--- config.mk ---
export PLATFORM = sky130hd
export DESIGN_NAME = descending_sort_with_stats_top_flat
export DESIGN_NICKNAME = d
export VERILOG_FILES = /design/src/sv/dsws_pkg.sv /design/src/sv/dsws_if.sv /design/src/sv/descending_sort_with_stats_top.sv /design/src/sv/dsws_ram.sv /design/src/sv/dsws_seq.sv /design/src/flat_wrapper.sv
export SDC_FILE = /design/constraint.sdc
export NUM_CORES = 1
export LEC_CHECK = 0
export BUFFER_PORTS_ARGS = -buffer_cell sky130_fd_sc_hd__buf_2
export CELL_PAD_IN_SITES_DETAIL_PLACEMENT = 0
export CELL_PAD_IN_SITES_GLOBAL_PLACEMENT = 1
export CORE_MARGIN = 2
export CORE_UTILIZATION = 57
export CTS_BUF_LIST = sky130_fd_sc_hd__clkbuf_8
export DETAILED_ROUTE_END_ITERATION = 7
export GPL_TIMING_DRIVEN = 1
export PLACE_DENSITY_LB_ADDON = 0.1
export SLEW_MARGIN = 0
export SYNTH_ARGS = -nofsm -noshare
export SYNTH_HDL_FRONTEND = slang
export SYNTH_SLANG_ARGS = --single-unit
--- constraint.sdc ---
create_clock -name i_clk -period 9.3 [get_ports i_clk]
set_input_delay 0.93 -clock i_clk [delete_from_list [all_inputs] [get_ports i_clk]]
set_output_delay 0.93 -clock i_clk [all_outputs]
set_load 0.03 [all_outputs]
--- src/sv/dsws_pkg.sv ---
package dsws_pkg;

    // Fixed field widths of the channels
    localparam int VAL_W = 16;
    localparam int SUM_W = 20;
    localparam int CNT_W = 5;

    // Sequencer states
    typedef enum logic [2:0] {
        S_LOAD,
        S_RDI,
        S_LDI,
        S_SCAN,
        S_WBI,
        S_ERD,
        S_EWR
    } t_state;

    // Strobes from the sequencer to the statistics and output stage
    typedef struct packed {
        logic load;
        logic emit_load;
        logic emit_final;
    } t_seq_ctl;

endpackage

--- src/sv/dsws_if.sv ---
interface dsws_in_if;
    logic                       valid;
    logic                       ready;
    logic [dsws_pkg::VAL_W-1:0] value;
    logic                       last;

    modport source (output valid, output value, output last, input ready);
    modport sink (input valid, input value, input last, output ready);
endinterface

interface dsws_out_if;
    logic                       valid;
    logic                       ready;
    logic [dsws_pkg::VAL_W-1:0] sorted_value;
    logic                       final_res;
    logic [dsws_pkg::SUM_W-1:0] total_sum;
    logic [dsws_pkg::CNT_W-1:0] even_count;
    logic [dsws_pkg::CNT_W-1:0] odd_count;

    modport source (output valid, output sorted_value, output final_res,
                    output total_sum, output even_count, output odd_count, input ready);
    modport sink (input valid, input sorted_value, input final_res,
                  input total_sum, input even_count, input odd_count, output ready);
endinterface

--- src/sv/descending_sort_with_stats_top.sv ---
// Descending sort with set statistics.
// i_in carries one value per transaction; last marks the final value of a
// set. A set also ends when SET_SIZE values are loaded. Values are taken
// one per cycle while loading. After the set ends the block sorts it in its
// store, a single-port-read RAM: each of the n rows reads its pivot, sweeps
// all n entries at one read per cycle and writes the pivot back. No value is
// taken meanwhile.
// Results leave on o_out largest first, one per transaction. Each result
// takes a RAM read, an output register load and the transaction that frees
// the output register; the next read waits until the register is free.
// The final result carries final_res, total_sum, even_count and odd_count;
// these are zero on the others.
// When the receiver stalls, the result holds in the output register and the
// sequencer waits; the last result of a set may wait while the next set
// loads. Reset (i_rst_n low, synchronous) empties the store and clears the
// sums; store contents are not cleared.
module descending_sort_with_stats_top #(
    parameter int SET_SIZE   = 16,
    parameter int VALUE_BITS = 16
) (
    input  logic        i_clk,
    input  logic        i_rst_n,
    dsws_in_if.sink     i_in,
    dsws_out_if.source  o_out
);

    localparam int AW = $clog2(SET_SIZE);
    localparam int CW = $clog2(SET_SIZE + 1);

    dsws_pkg::t_seq_ctl    w_ctl;
    logic                  w_we;
    logic [AW-1:0]         w_waddr;
    logic [AW-1:0]         w_raddr;
    logic [VALUE_BITS-1:0] w_wdata;
    logic [VALUE_BITS-1:0] w_rdata;
    logic [VALUE_BITS-1:0] w_value;

    logic [dsws_pkg::SUM_W-1:0] r_sum;
    logic [CW-1:0]              r_even;
    logic [CW-1:0]              r_odd;

    logic                       r_out_valid;
    logic [dsws_pkg::VAL_W-1:0] r_out_value;
    logic                       r_out_final;
    logic [dsws_pkg::SUM_W-1:0] r_out_sum;
    logic [dsws_pkg::CNT_W-1:0] r_out_even;
    logic [dsws_pkg::CNT_W-1:0] r_out_odd;

    // Keep only the stored bits of the value
    assign w_value = VALUE_BITS'(i_in.value);

    dsws_seq #(
        .SET_SIZE   (SET_SIZE),
        .VALUE_BITS (VALUE_BITS)
    ) u_seq (
        .i_clk      (i_clk),
        .i_rst_n    (i_rst_n),
        .i_in_valid (i_in.valid),
        .i_last     (i_in.last),
        .i_value    (w_value),
        .o_in_ready (i_in.ready),
        .i_out_free (!r_out_valid),
        .o_ctl      (w_ctl),
        .o_we       (w_we),
        .o_waddr    (w_waddr),
        .o_wdata    (w_wdata),
        .o_raddr    (w_raddr),
        .i_rdata    (w_rdata)
    );

    dsws_ram #(
        .DEPTH (SET_SIZE),
        .WIDTH (VALUE_BITS)
    ) u_ram (
        .i_clk   (i_clk),
        .i_we    (w_we),
        .i_waddr (w_waddr),
        .i_wdata (w_wdata),
        .i_raddr (w_raddr),
        .o_rdata (w_rdata)
    );

    // Accumulate set statistics; clear once the final result is loaded
    always_ff @(posedge i_clk) begin
        if (!i_rst_n) begin
            r_sum  <= '0;
            r_even <= '0;
            r_odd  <= '0;
        end else if (w_ctl.emit_load && w_ctl.emit_final) begin
            r_sum  <= '0;
            r_even <= '0;
            r_odd  <= '0;
        end else if (w_ctl.load && i_in.ready) begin
            r_sum  <= r_sum + dsws_pkg::SUM_W'(w_value);
            r_even <= r_even + CW'(!w_value[0]);
            r_odd  <= r_odd + CW'(w_value[0]);
        end
    end

    // Output register valid: set on load, drop when the transaction completes
    always_ff @(posedge i_clk) begin
        if (!i_rst_n) begin
            r_out_valid <= 1'b0;
        end else if (w_ctl.emit_load) begin
            r_out_valid <= 1'b1;
        end else if (o_out.ready) begin
            r_out_valid <= 1'b0;
        end
    end

    // Output payload
    always_ff @(posedge i_clk) begin
        if (w_ctl.emit_load) begin
            r_out_value <= dsws_pkg::VAL_W'(w_rdata);
            r_out_final <= w_ctl.emit_final;
            r_out_sum   <= w_ctl.emit_final ? r_sum : '0;
            r_out_even  <= w_ctl.emit_final ? dsws_pkg::CNT_W'(r_even) : '0;
            r_out_odd   <= w_ctl.emit_final ? dsws_pkg::CNT_W'(r_odd) : '0;
        end
    end

    assign o_out.valid        = r_out_valid;
    assign o_out.sorted_value = r_out_value;
    assign o_out.final_res    = r_out_final;
    assign o_out.total_sum    = r_out_sum;
    assign o_out.even_count   = r_out_even;
    assign o_out.odd_count    = r_out_odd;

endmodule

--- src/sv/dsws_ram.sv ---
module dsws_ram #(
    parameter int DEPTH = 16,
    parameter int WIDTH = 16
) (
    input  logic                     i_clk,
    input  logic                     i_we,
    input  logic [$clog2(DEPTH)-1:0] i_waddr,
    input  logic [WIDTH-1:0]         i_wdata,
    input  logic [$clog2(DEPTH)-1:0] i_raddr,
    output logic [WIDTH-1:0]         o_rdata
);

    logic [WIDTH-1:0] r_mem [DEPTH];

    // Write port
    always_ff @(posedge i_clk) begin
        if (i_we) begin
            r_mem[i_waddr] <= i_wdata;
        end
    end

    // Registered read port
    always_ff @(posedge i_clk) begin
        o_rdata <= r_mem[i_raddr];
    end

endmodule

--- src/sv/dsws_seq.sv ---
module dsws_seq #(
    parameter int SET_SIZE   = 16,
    parameter int VALUE_BITS = 16
) (
    input  logic                        i_clk,
    input  logic                        i_rst_n,
    input  logic                        i_in_valid,
    input  logic                        i_last,
    input  logic [VALUE_BITS-1:0]       i_value,
    output logic                        o_in_ready,
    input  logic                        i_out_free,
    output dsws_pkg::t_seq_ctl          o_ctl,
    output logic                        o_we,
    output logic [$clog2(SET_SIZE)-1:0] o_waddr,
    output logic [VALUE_BITS-1:0]       o_wdata,
    output logic [$clog2(SET_SIZE)-1:0] o_raddr,
    input  logic [VALUE_BITS-1:0]       i_rdata
);

    localparam int AW = $clog2(SET_SIZE);
    localparam int CW = $clog2(SET_SIZE + 1);

    dsws_pkg::t_state      r_state, n_state;
    logic [CW-1:0]         r_fill, n_fill;
    logic [AW-1:0]         r_i, n_i;
    logic [AW-1:0]         r_j, n_j;
    logic [VALUE_BITS-1:0] r_ai, n_ai;

    logic          w_accept;
    logic [CW-1:0] w_fill_inc;
    logic          w_set_end;
    logic          w_i_last;
    logic          w_j_last;
    logic          w_swap;

    assign w_accept   = i_in_valid && o_in_ready;
    assign w_fill_inc = r_fill + CW'(1);
    assign w_set_end  = i_last || (w_fill_inc == CW'(SET_SIZE));
    assign w_i_last   = (CW'(r_i) + CW'(1)) == r_fill;
    assign w_j_last   = (CW'(r_j) + CW'(1)) == r_fill;
    // Row element lives in r_ai, so its own store slot is stale: skip it
    assign w_swap     = (r_j != r_i) && (r_ai > i_rdata);

    // Next state
    always_comb begin
        n_state = r_state;
        unique case (r_state)
            dsws_pkg::S_LOAD: if (w_accept && w_set_end) n_state = dsws_pkg::S_RDI;
            dsws_pkg::S_RDI:  n_state = dsws_pkg::S_LDI;
            dsws_pkg::S_LDI:  n_state = dsws_pkg::S_SCAN;
            dsws_pkg::S_SCAN: if (w_j_last) n_state = dsws_pkg::S_WBI;
            dsws_pkg::S_WBI:  n_state = w_i_last ? dsws_pkg::S_ERD : dsws_pkg::S_RDI;
            dsws_pkg::S_ERD:  if (i_out_free) n_state = dsws_pkg::S_EWR;
            dsws_pkg::S_EWR:  n_state = w_j_last ? dsws_pkg::S_LOAD : dsws_pkg::S_ERD;
            default:          n_state = dsws_pkg::S_LOAD;
        endcase
    end

    // Memory control and strobes
    always_comb begin
        o_in_ready       = 1'b0;
        o_we             = 1'b0;
        o_waddr          = r_i;
        o_wdata          = r_ai;
        o_raddr          = r_j;
        o_ctl.load       = 1'b0;
        o_ctl.emit_load  = 1'b0;
        o_ctl.emit_final = 1'b0;
        unique case (r_state)
            dsws_pkg::S_LOAD: begin
                o_in_ready = 1'b1;
                o_we       = i_in_valid;
                o_waddr    = r_fill[AW-1:0];
                o_wdata    = i_value;
                o_ctl.load = i_in_valid;
            end
            dsws_pkg::S_RDI: o_raddr = r_i;
            dsws_pkg::S_LDI: o_raddr = '0;
            dsws_pkg::S_SCAN: begin
                o_we    = w_swap;
                o_waddr = r_j;
                o_raddr = r_j + AW'(1);
            end
            dsws_pkg::S_WBI: o_we = 1'b1;
            dsws_pkg::S_ERD: o_raddr = r_j;
            dsws_pkg::S_EWR: begin
                o_ctl.emit_load  = 1'b1;
                o_ctl.emit_final = w_j_last;
            end
            default: ;
        endcase
    end

    // Counters and row element
    always_comb begin
        n_fill = r_fill;
        n_i    = r_i;
        n_j    = r_j;
        n_ai   = r_ai;
        unique case (r_state)
            dsws_pkg::S_LOAD: begin
                if (w_accept) begin
                    n_fill = w_fill_inc;
                    n_i    = '0;
                end
            end
            dsws_pkg::S_RDI: ;
            dsws_pkg::S_LDI: begin
                n_ai = i_rdata;
                n_j  = '0;
            end
            dsws_pkg::S_SCAN: begin
                if (w_swap) n_ai = i_rdata;
                if (!w_j_last) n_j = r_j + AW'(1);
            end
            dsws_pkg::S_WBI: begin
                if (w_i_last) n_j = '0;
                else n_i = r_i + AW'(1);
            end
            dsws_pkg::S_ERD: ;
            dsws_pkg::S_EWR: begin
                if (w_j_last) n_fill = '0;
                else n_j = r_j + AW'(1);
            end
            default: ;
        endcase
    end

    // Control registers
    always_ff @(posedge i_clk) begin
        if (!i_rst_n) begin
            r_state <= dsws_pkg::S_LOAD;
            r_fill  <= '0;
            r_i     <= '0;
            r_j     <= '0;
        end else begin
            r_state <= n_state;
            r_fill  <= n_fill;
            r_i     <= n_i;
            r_j     <= n_j;
        end
    end

    // Payload register
    always_ff @(posedge i_clk) begin
        r_ai <= n_ai;
    end

    a_ready_room: assert property (@(posedge i_clk) disable iff (!i_rst_n)
        o_in_ready |-> (r_fill < CW'(SET_SIZE)))
        else $error("load accepted with a full store");

    a_load_exit: assert property (@(posedge i_clk) disable iff (!i_rst_n)
        (r_state == dsws_pkg::S_LOAD) |=>
        (r_state == dsws_pkg::S_LOAD || r_state == dsws_pkg::S_RDI))
        else $error("load left without starting the sort");

    a_emit_free: assert property (@(posedge i_clk) disable iff (!i_rst_n)
        (r_state == dsws_pkg::S_EWR) |-> $past(i_out_free))
        else $error("result loaded into a busy output register");

    a_index_range: assert property (@(posedge i_clk) disable iff (!i_rst_n)
        (r_state == dsws_pkg::S_SCAN || r_state == dsws_pkg::S_EWR) |->
        (CW'(r_j) < r_fill && CW'(r_i) < r_fill))
        else $error("index beyond the loaded set");

endmodule
--- src/flat_wrapper.sv ---
// flat-port wrapper written by rule: the top's interface ports become plain ports
module descending_sort_with_stats_top_flat 
#(
    parameter int SET_SIZE   = 16,
    parameter int VALUE_BITS = 16
)
  (i_clk, i_rst_n, i_in_valid, i_in_value, i_in_last, i_in_ready, o_out_valid, o_out_sorted_value, o_out_final_res, o_out_total_sum, o_out_even_count, o_out_odd_count, o_out_ready);
  dsws_in_if i_in_i ();
  dsws_out_if o_out_i ();
  input  logic i_clk;
  input  logic i_rst_n;
  input wire logic [$bits(i_in_i.valid)-1:0] i_in_valid;
  input wire logic [$bits(i_in_i.value)-1:0] i_in_value;
  input wire logic [$bits(i_in_i.last)-1:0] i_in_last;
  output wire logic [$bits(i_in_i.ready)-1:0] i_in_ready;
  output wire logic [$bits(o_out_i.valid)-1:0] o_out_valid;
  output wire logic [$bits(o_out_i.sorted_value)-1:0] o_out_sorted_value;
  output wire logic [$bits(o_out_i.final_res)-1:0] o_out_final_res;
  output wire logic [$bits(o_out_i.total_sum)-1:0] o_out_total_sum;
  output wire logic [$bits(o_out_i.even_count)-1:0] o_out_even_count;
  output wire logic [$bits(o_out_i.odd_count)-1:0] o_out_odd_count;
  input wire logic [$bits(o_out_i.ready)-1:0] o_out_ready;
  assign i_in_i.valid = i_in_valid;
  assign i_in_i.value = i_in_value;
  assign i_in_i.last = i_in_last;
  assign i_in_ready = i_in_i.ready;
  assign o_out_valid = o_out_i.valid;
  assign o_out_sorted_value = o_out_i.sorted_value;
  assign o_out_final_res = o_out_i.final_res;
  assign o_out_total_sum = o_out_i.total_sum;
  assign o_out_even_count = o_out_i.even_count;
  assign o_out_odd_count = o_out_i.odd_count;
  assign o_out_i.ready = o_out_ready;
  descending_sort_with_stats_top #(.SET_SIZE(SET_SIZE), .VALUE_BITS(VALUE_BITS)) u_core (.i_clk(i_clk), .i_rst_n(i_rst_n), .i_in(i_in_i), .o_out(o_out_i));
endmodule
# Word-level counts from Yosys, hierarchy flattened
# Memories as Yosys holds them, arrays and structs flattened. A register that Yosys moved wholly into a read port is not among the register bits.
# Cells that the tools add are included.
[classes]
eq_ne = 19
n_reduce_logical = 20
bitwise = 1
n_addsub = 8
mux = 28
order_cmp = 1
[ops]
columns = ["operator", "count"]
rows = [
  ["two-way mux 16 bit", 2],
  ["one-hot mux 16 bit (2 select lines)", 1],
  ["one-hot mux 4 bit (3 select lines)", 2],
  ["one-hot mux 3 bit (7 select lines)", 1],
  ["adder 20 x 16 -> 20 bit", 1],
  ["!= test 2 bit (second input constant)", 9],
  ["> comparator 16 bit", 1],
  ["two-way mux 4 bit", 4],
  ["one-hot mux 4 bit (2 select lines)", 2],
  ["two-way mux 3 bit", 5],
  ["AND reduction 3 bit", 4],
  ["adder 4 x 1 -> 5 bit (second input constant)", 2],
  ["adder 5 x 1 -> 5 bit", 2],
  ["equality test 5 bit", 2],
  ["two-way mux 5 bit", 2],
  ["one-hot mux 5 bit (2 select lines)", 1],
  ["equality test 3 bit (second input constant)", 3],
  ["adder 4 x 1 -> 4 bit (second input constant)", 2],
  ["nonzero test 2 bit", 4],
  ["equality test 3 x 2 -> 1 bit (second input constant)", 2],
  ["two-way mux 1 bit", 6],
  ["adder 5 x 1 -> 5 bit (second input constant)", 1],
  ["equality test 5 bit (second input constant)", 1],
  ["logical AND 1 bit", 5],
  ["11 further kinds", 12],
]
[totals]
output_inout_bits = 49
register_bits = 110
memories = 1
ramBits = 256
[mem_list]
columns = ["memory", "depth", "word_bits", "read_ports", "rd_ports_with_merged_regs", "write_ports", "line", "source"]
rows = [
  ["u_core.u_ram.r_mem", 16, 16, 1, 1, 1, "dsws_ram.sv:13", "logic [WIDTH-1:0] r_mem [DEPTH];"],
]

# Longest topological paths before layout
# Gate-level depths: netlist of the first run.
[logic_depth]
ltp_word = 6
ltp_mapped = 11
ltp_nobuf = 10

# Hierarchy
# Synthesis of the first run repeated with hierarchy kept, for this count alone.
[unflattened]
cells_unflattened = 1054
area_unflattened_um2 = 16224.3
[by_module_without_submodules]
columns = ["module", "cells_each", "area_per_inst_um2", "n_inst"]
rows = [
  ["dsws_ram", 432, 10042.1, 1],
  ["descending_sort_with_stats_top", 332, 3639.7, 1],
  ["dsws_seq", 290, 2542.4, 1],
]

# Worst setup path after synthesis of the first run
# OpenSTA, ideal clock, no wires.
[synth_timing]
path_kind = "register -> register"
startpoint = "register u_core.u_seq.r_ai[15]"
endpoint = "memory u_core.u_ram.r_mem[15][0] (enable)"
period_less_slack_ns = 3.322
path_stages_with_launch = 9
n_path_buf = 1
path_slack_ns = 5.978
arrival_time_ns = 2.913
t_required_ns = 8.891
path_cell_list = "edfxtp_1 > ha_1 > nand4_1 > nor4_1 > a211o_1 > o21ai_0 > o21a_1 > clkbuf_1 > nor3_1"
[synth_between]
elab_chain_len = 5
[synth_rtl]
columns = ["element", "line", "source"]
rows = [
  ["start: declaration", "dsws_seq.sv:27", "logic [VALUE_BITS-1:0] r_ai, n_ai;"],
  ["start signal: assignment", "dsws_seq.sv:146", "r_ai <= n_ai;"],
  ["> comparator 16 bit", "dsws_seq.sv:42", "assign w_swap = (r_j != r_i) && (r_ai > i_rdata);"],
  ["logical AND 1 bit", "dsws_seq.sv:42", ""],
  ["one-hot mux 1 bit (3 select lines)", "dsws_seq.sv:69", "unique case (r_state)"],
  ["two-way mux 1 bit", "dsws_ram.sv:17", "if (i_we) begin"],
  ["two-way mux 1 bit (not written as such)", "dsws_ram.sv:18", "r_mem[i_waddr] <= i_wdata;"],
  ["end: declaration", "dsws_ram.sv:13", ""],
]
# Every way passes these cells.

# Worst setup path after layout of the first run
[layout_timing]
startpoint = "register u_core.u_seq.r_j[0]"
endpoint = "register u_core.u_ram.o_rdata[11], read port of u_core.u_ram.r_mem"
[layout_between]
elab_chain_len = 2
[layout_rtl]
columns = ["element", "line", "source"]
rows = [
  ["start: declaration", "dsws_seq.sv:26", "logic [AW-1:0] r_j, n_j;"],
  ["start signal: assignment", "dsws_seq.sv:140", "r_j <= n_j;"],
  ["adder 4 x 1 -> 4 bit", "dsws_seq.sv:82", "o_raddr = r_j + AW'(1);"],
  ["one-hot mux 4 bit (3 select lines) *", "dsws_seq.sv:69", ""],
  ["end: declaration", "dsws_ram.sv:10", "output logic [WIDTH-1:0] o_rdata"],
]
# Every way passes the cells marked *; elsewhere a longest branch is shown, timed or not.
# A chain may end at the register's enable or synchronous reset.

==> results of run 1 <==
==> metal layers <==
layer	global-route usage [%]	share of wire (%)	up-vias	wire length, um
li1	-	-	5138	-
met2	38.71	47	305	17010
met1	33.78	45	5228	16150
met5	0	0	-	0
met4	6.863	2.2	0	792
met3	3.915	5.7	50	2070
==> state kept, by name, summed over array words and instances, names as in the netlist <==
signal / cells
u_core.o_out.even_count: 5
u_core.o_out.final_res: 1
u_core.o_out.odd_count: 5
u_core.o_out.sorted_value: 16
u_core.o_out.total_sum: 20
u_core.o_out.valid: 1
u_core.r_even: 5
u_core.r_odd: 5
u_core.r_sum: 20
u_core.u_ram.o_rdata: 16
u_core.u_ram.r_mem: 256
u_core.u_seq.r_ai: 16
u_core.u_seq.r_fill: 5
u_core.u_seq.r_i: 4
u_core.u_seq.r_j: 4
u_core.u_seq.r_state: 3
==> metrics by stage <==
stage                     cell area [um^2]  cells  total power, mW
after detailed placement             17310   1757            2.548
after floorplan                      16540   1356            2.384
after global placement               17310   1757            2.535
after global routing                 18490   1872            4.027
final                                18490   1872            3.861
after CTS                            18490   1872            3.893
==> layout by cell type, fill, tap and decap left out, types with 4 or more instances in the layout <==
cell	n
a211oi_1	23
nor2_1	39
buf_2	69
o21ai_1	17
nand3_1	96
a21o_1	8
or3_1	5
inv_1	60
xnor2_1	16
and2_1	46
o21ai_0	23
clkinv_1	9
o22ai_1	5
o22a_1	5
o21a_1	4
mux2i_1	18
clkbuf_8	69
dfxtp_1	63
xor2_1	13
mux2_2	16
nor3_2	16
nand4_1	16
nor2b_1	8
o221ai_1	15
edfxtp_1	319
buf_4	30
nand2b_1	14
a32oi_1	15
a31oi_1	21
nand2_1	263
ha_1	39
a21oi_1	57
==> critical path, stage by stage (launching register included) <==
cell and delay (ps):
dfxtp_1 570, ha_1 400, and2b_1 250, mux2i_1 110
o211a_1 240, buf_4 250, nor2_1 950, a32oi_1 210
o21ai_1 180, o221ai_1 150
==> where the power goes <==
| group | internal, mW | switching [mW] | leakage, nW |
|---|---|---|---|
| sequential | 2.00 | 0.0606 | 3.37 |
| clock | 0.709 | 0.636 | 0.715 |
| combinational | 0.155 | 0.303 | 2.55 |
| total | 2.86 | 1.00 | 6.64 |
==> final timing paths <==
check / from / end / slack (ps) / depth (start not counted)
hold reg to reg: u_core.r_sum[0] / u_core.r_sum[0] / 470 / 2
hold / removal: u_core.r_sum[0] / u_core.r_sum[0] / 470 / 2
setup / recovery: u_core.u_seq.r_j[0] / u_core.u_ram.o_rdata[11] / 5790 / 9
setup reg to reg: u_core.u_seq.r_j[0] / u_core.u_ram.o_rdata[11] / 5790 / 9
==> final cells by class <==
cell class / count / area (um^2) / share of cell area, %
Inverter: 31 / 116.4 / 0.6292
Multi-Input combinational cell: 861 / 5304 / 28.68
Timing Repair Buffer: 99 / 570.5 / 3.085
Sequential cell: 382 / 10840 / 58.62
Clock inverter: 46 / 232.7 / 1.258
Clock buffer: 69 / 949.7 / 5.135
Tap cell: 384 / 480.5 / 2.598
==> logic make-up after synthesis <==
family | after synthesis
AND/OR/NAND/NOR | 529
flip-flops | 382
AO/OA/AOI/OAI | 224
buffers and inverters | 113
adder cells (fa/ha/maj) | 41
multiplexers | 36
XOR/XNOR | 31
==> PnR_summary.wiki, run 1 <==
{| class="wikitable"
! Metric !! Value
|-
| Synthesized instance count || approximately 1,400
|-
| Yosys reg bits || roughly 380
|-
| Slew Limit Headroom || a little under a fifth
|-
| Global route total overflow || 0
|-
| Most frequent cells after synthesis || edfxtp_1 (319), nand2_1 (263), nand3_1 (96)
|-
| Synth Area in Simple Gates || 14.70%
|-
| Worst slew pin tran || between 1000 and 1500 ps
|-
| Main combinational cell family by area after synthesis || simple AND/OR/NAND/NOR gates
|-
| DRC marker count from the first detailed-route iteration || roughly 860
|-
| Root cell of the clock tree || clkbuf_8
|-
| Pin count of the biggest net entering global routing || 71
|-
| Die Span Y || 174.4 um
|-
| Drt total wl || ~36,000 um
|-
| Share of post-route cells with drive strength above 1 || 15.39%
|-
| Wire length of the first global-routing pass || approximately 57,000 um
|-
| HPWL after detailed placement || around 24,000 um
|-
| Power density over cell area || between 200 and 250 nW/um^2
|-
| Area share of xor/xnor cells in the synthesized design || 1.800%
|-
| Most frequent cell after synthesis || edfxtp_1
|-
| Final Hold Fails || 0
|-
| Max Buffers Root-to-Sink || 3
|-
| Run status || finished clean
|-
| Via count || roughly 11,000
|-
| Fmax || 285.1 MHz
|-
| Number of gates resized after CTS || 0
|-
| Final worst slack || roughly 5800 ps
|-
| Max-capacitance violation count || 0
|-
| Layout fillers || 2,191
|-
| CTS tree || yes
|-
| Leakage || roughly 6.6 nW
|-
| Post-Synth Adder-Cell Area || approximately 3.1%
|-
| Mapped Avg Cell Area || between 10 and 15 um^2
|-
| Startpoint-to-endpoint class of the critical path || reg2reg
|-
| Cells taking the most area after synthesis || edfxtp_1 (58%), dfxtp_1 (7.6%), nand2_1 (6.0%)
|-
| Initial DRT Pass Iterations || 5
|-
| Number of nets produced by synthesis || 1,417
|-
| Category of the worst setup path capture point || flop
|-
| Final hold slack || about 470 ps
|-
| Area added between synthesis and finish || 11.79%
|-
| Share of the synthesized area in the top cell type || 57.90%
|-
| Post-synth top area cell || edfxtp_1
|-
| Final Util || between 60 and 70%
|-
| Starting density of the core || approximately 58%
|-
| Hold WC Path Type || reg2reg
|-
| Share of the yosys chip area belonging to registers || ~66%
|-
| WP data required || approximately 9700 ps
|-
| Total of buffers placed on input and output ports || 69
|-
| Clock-pin slew on the worst setup and hold paths || 60 ps
|-
| Total Die Area || roughly 30,000 um^2
|-
| Count of different cell masters after synthesis || 71
|-
| Top fanout value on the critical path || 32
|-
| Number of antenna-violating nets in the routed design || 0
|-
| Vias in the first global route || ~10,000
|-
| Antenna violations before repair || 0
|-
| Largest voltage drop on the vdd net || approximately 150 uV
|-
| Crit path arrival time || approximately 3900 ps
|-
| Synthesized-area fraction occupied by ao, oa, aoi and oai cells || between 9 and 10%
|-
| Number of levels the H-tree was split into || 2
|-
| Worst Clk Skew || 37.88 ps
|-
| Setup_tns || 0 ps
|-
| Cell area after synthesis || 16,540 um^2
|-
| Vias per std cell || 5.727
|-
| Number of buffers created by CTS || 61
|-
| Antenna diode count || 0
|-
| Core Area || 28,630 um^2
|-
| Number of buffers inserted by post-CTS setup repair || 0
|-
| Setup slack at placement || between 5000 and 6000 ps
|-
| Weighted congestion at the end of routability-driven global placement || approximately 0.85
|-
| Post-route clock period utilization || 37.72%
|-
| Clk sink count || roughly 380
|-
| Num rows || 62
|-
| Number of flops mapped to enable cells by yosys || roughly 320
|-
| Final count of pins violating max slew || 0
|-
| Avg WL per Cell || just under 20 um
|-
| Kind of start point of the critical path || flop
|-
| Hold Buf Count CTS || 0
|-
| Top-level port count || 70
|-
| Number of warnings issued by yosys || 0
|-
| Unrepaired setup endpoints after global routing || false
|-
| Predominant post-synthesis flop cell || edfxtp_1
|-
| Total GRT Usage || 23.94%
|-
| Minimum clock period after layout || approximately 3500 ps
|-
| Count of unresolved DRC violations after routing || 0
|-
| Final number of setup-violating endpoints || 0
|-
| Share of synthesized flip-flops with an asynchronous set or reset || 0%
|-
| Fraction of synthesized area in multiplexers || 2.450%
|-
| Insertion delay of the later-clocked pin in the worst-skew pair || roughly 640 ps
|-
| Width of the die || around 170 um
|-
| Total number of nets in the final design || ~1,500
|}
Power figures use the tool's default switching activity.
==> run 2: changes to the inputs <==
- ABC_AREA: unset -> 1
- CORE_UTILIZATION: 57 -> 46
- clock period: 9.3 -> 2.9 ns (I/O delays scaled with it)
==> PnR_summary.wiki, run 2 <==
{| class="wikitable"
! Metric !! Value
|-
| Top-level port count || 70 (unchanged)
|-
| HPWL after detailed placement || 30,170 um (+27%)
|-
| Worst slew pin tran || 772.8 ps (-443.0 ps)
|-
| Max reg flops || 256 (unchanged)
|-
| FF-to-FF setup slack || 340 ps (-5450 ps)
|-
| Power density over cell area || 864.4 nW/um^2 (+310%)
|-
| Met2 track demand over resource || 39.64% (+0.94 points)
|-
| Post-synth top area cell || edfxtp_1
|-
| Avg WL per Cell || 19.23 um (about the same)
|-
| Most frequent cells after synthesis || nand2_1 (370), edfxtp_1 (319), nand3_1 (269)
|-
| Top fanout value on the critical path || 16 (-50%)
|-
| Core Area || 37,580 um^2 (+31%)
|-
| Layout fillers || 3,415 (+56%)
|-
| Area of the multi-input gates || 5563 um^2 (+4.9%)
|-
| Number of gates resized after CTS || 0 (unchanged)
|-
| Share of the yosys chip area belonging to registers || 61.87% (-3.7 points)
|-
| WP data required || 3170 ps (-6570 ps)
|-
| Final Util || 53.42% (-11 points)
|-
| Drt total wl || 46,830 um (+30%)
|-
| Mapped Avg Cell Area || 10.02 um^2 (-18%)
|-
| Ordered list of cells on the worst path || ha_1 -> nand2_1 -> nor2_1 -> nand3_1 -> inv_1 -> nand2_1 -> nand2_1 -> nand2_1 -> nand2_1 -> nand2_1 -> nor2_2 -> buf_4
|-
| Most frequent cell after synthesis || nand2_1
|-
| Setup_tns || 0 ps (unchanged)
|-
| Total of buffers placed on input and output ports || 69 (unchanged)
|-
| Antenna violations before repair || 0 (unchanged)
|-
| Synthesized instance count || 1,749 (+29%)
|-
| Largest voltage drop on the vdd net || 451.7 uV (+190%)
|-
| Via count || 12,610 (+18%)
|-
| Most common library cell in the layout ignoring fill and taps || nand2_1
|-
| Num rows || 71 (+15%)
|-
| Fraction of synthesized area in multiplexers || 0% (-2.5 points)
|-
| Global-route track usage on met3 || 3.527% (-0.39 points)
|-
| Unrepaired setup endpoints after global routing || false
|-
| Setup slack at placement || 326.3 ps (-5429 ps)
|-
| Global route total overflow || 0 (unchanged)
|-
| Predominant post-synthesis flop cell || edfxtp_1
|-
| Count of different cell masters after synthesis || 37 (-48%)
|-
| Fmax || 390.7 MHz (+37%)
|-
| Run status || finished clean
|-
| Number of nets produced by synthesis || 1,810 (+28%)
|-
| Number of buffers created by CTS || 68 (+11%)
|-
| Max-capacitance violation count || 0 (unchanged)
|-
| Pin count of the biggest net entering global routing || 82 (+15%)
|-
| Share of synthesized flip-flops with an asynchronous set or reset || 0% (unchanged)
|-
| Number of warnings issued by yosys || 0 (unchanged)
|-
| Worst Clk Skew || 33.07 ps (-4.818 ps)
|-
| Cell area after synthesis || 17,520 um^2 (+5.9%)
|-
| Category of the worst setup path capture point || flop
|-
| Starting density of the core || 46.63% (-11 points)
|-
| Max Buffers Root-to-Sink || 3 (unchanged)
|-
| Total number of nets in the final design || 1,933 (+29%)
|-
| Root cell of the clock tree || clkbuf_8
|-
| Area added between synthesis and finish || 14.57%
|-
| DRC marker count from the first detailed-route iteration || 977 (+13%)
|-
| Number of levels the H-tree was split into || 3 (+1)
|-
| Synth Area in Simple Gates || 23.86% (+9.2 points)
|-
| Final worst slack || 340.3 ps (-5452 ps)
|-
| Post-route clock period utilization || 88.27% (+51 points)
|-
| Die Span Y || 199.2 um (+14%)
|-
| Final Hold Fails || 0 (unchanged)
|-
| Post-Synth Adder-Cell Area || 2.899% (-0.23 points)
|-
| Minimum clock period after layout || 2560 ps (-947.9 ps)
|-
| Count of unresolved DRC violations after routing || 0 (unchanged)
|-
| Share of the synthesized area in the top cell type || 54.67% (-3.2 points)
|-
| Kind of start point of the critical path || flop
|-
| Hold WC Path Type || in2reg
|-
| Startpoint-to-endpoint class of the critical path || reg2reg
|-
| Yosys reg bits || 382 (unchanged)
|-
| Wire length of the first global-routing pass || 71,810 um (+26%)
|-
| Slew Limit Headroom || 48.35% (+30 points)
|-
| Crit path arrival time || 2830 ps (-1110 ps)
|-
| Weighted congestion at the end of routability-driven global placement || 0.8912 (+5.3%)
|-
| Number of antenna-violating nets in the routed design || 0 (unchanged)
|-
| GR Layer Usage met1 || 33.48% (-0.30 points)
|-
| Width of the die || 199.2 um (+14%)
|-
| FF/Latch Area || 10,840 um^2 (unchanged)
|-
| Routing layer with the top usage in global route || met2
|-
| Main combinational cell family by area after synthesis || simple AND/OR/NAND/NOR gates
|-
| Antenna diode count || 0 (unchanged)
|-
| Leakage || 8.182 nW (+23%)
|-
| Number of flops mapped to enable cells by yosys || 319 (unchanged)
|-
| Register name with the most flops || u_core.u_ram.r_mem
|-
| Highest-count cells in the layout ignoring fill and taps || nand2_1 (370), edfxtp_1 (319), nand3_1 (269), inv_1 (238), nand3b_1 (100)
|-
| Clock-pin slew on the worst setup and hold paths || 60 ps (about the same)
|-
| Critical Path Slowest Stage Cell || edfxtp_1
|-
| Slowest cell delay on critical path || 400 ps (-550 ps)
|-
| Clk sink count || 382 (unchanged)
|-
| Share of post-route cells with drive strength above 1 || 13.41% (-2.0 points)
|-
| Cells taking the most area after synthesis || edfxtp_1 (55%), nand2_1 (7.9%), nand3_1 (7.7%)
|-
| Synthesized-area fraction occupied by ao, oa, aoi and oai cells || 3.564% (-5.7 points)
|-
| Vias in the first global route || 12,470 (+20%)
|-
| Area share of xor/xnor cells in the synthesized design || 0.9998% (-0.80 points)
|-
| CTS tree || yes
|-
| Insertion delay of the later-clocked pin in the worst-skew pair || 620 ps (-20 ps)
|-
| Final count of pins violating max slew || 0 (unchanged)
|-
| Vias per std cell || 5.179 (-9.6%)
|-
| Initial DRT Pass Iterations || 7 (+2)
|-
| Total Die Area || 39,660 um^2 (+30%)
|-
| Total GRT Usage || 24.25% (+0.31 points)
|-
| Dominant cell type by count on the critical path || nand2_1
|-
| Final number of setup-violating endpoints || 0 (unchanged)
|}
run 2: changes by cell type after synthesis, sizes merged, moves of 23 or more:
cell | previous run | this run
and2 | 49 | 0
nand2 | 263 | 374
inv | 31 | 218
nand3 | 97 | 271
a211oi | 24 | 1
nor2 | 41 | 104
nand3b | 0 | 100
run 2: path summary, 6_finish.rpt:
kind / from / end / cells after the start
setup / recovery: u_core.u_seq.r_ai[15] / u_core.u_ram.r_mem[10][4] / 12
hold / removal: i_in_valid / u_core.u_seq.r_state[0] / 5
setup reg to reg: u_core.u_seq.r_ai[15] / u_core.u_ram.r_mem[10][4] / 12
hold reg to reg: u_core.u_ram.o_rdata[11] / u_core.u_seq.r_ai[11] / 0
run 2: routing by layer:
metal,wire (um),vias to the layer above
met2,22160,346
met4,885,0
met5,0,-
met1,20950,6042
met3,2843,68
li1,-,6155
run 2: power by group:
group	total (mW)	internal, mW	switching [mW]	leakage (nW)
Sequential	7.00	6.75	0.253	3.37
Combinational	5.76	1.68	4.08	4.07
Clock	4.59	2.40	2.19	0.743
Total	17.4	10.8	6.52	8.18
run 2: layout make-up:
type,instances,area share [%]
sequential,382,54.00
inverter,218,4.077
clock buffer,76,5.211
timing repair buffer,135,4.837
tap,511,3.185
multi-input combinational,1067,27.71
clock inverter,46,0.9724
run 2: logic make-up (layout without fill, tap and decap cells):
| group | count (synthesis) | count (layout) |
|---|---|---|
| AND/OR/NAND/NOR | 889 | 889 |
| AO/OA/AOI/OAI | 118 | 118 |
| buffers and inverters | 300 | 475 |
| flip-flops | 382 | 382 |
| adder cells (fa/ha/maj) | 40 | 40 |
| XOR/XNOR | 20 | 20 |
run 2: critical path: cells and delay by family (launching register included):
family,cells,cell delay (ps)
adder cells (fa/ha/maj),1,320
buffers and inverters,2,440
flip-flops,1,400
AND/OR/NAND/NOR,9,1060
run 2: timing repair:
item | CTS | global route
setup buffers | 0 | 0
endpoints found under the hold margin | 3 | 0
hold buffers | 2 | 0
run 2: through the flow:
stage | hold slack (ps) | instance area, um^2 | std cells | total power, mW
2_1_floorplan | 425.6 | 17530 | 1749 | 10.56
3_3_place_gp | 437.6 | 18810 | 2311 | 12.84
3_5_place_dp | 442.9 | 18810 | 2311 | 12.88
4_1_cts | 42.70 | 20070 | 2435 | 17.51
5_1_grt | 84.72 | 20070 | 2435 | 18.37
6_report | 83.52 | 20070 | 2435 | 17.35
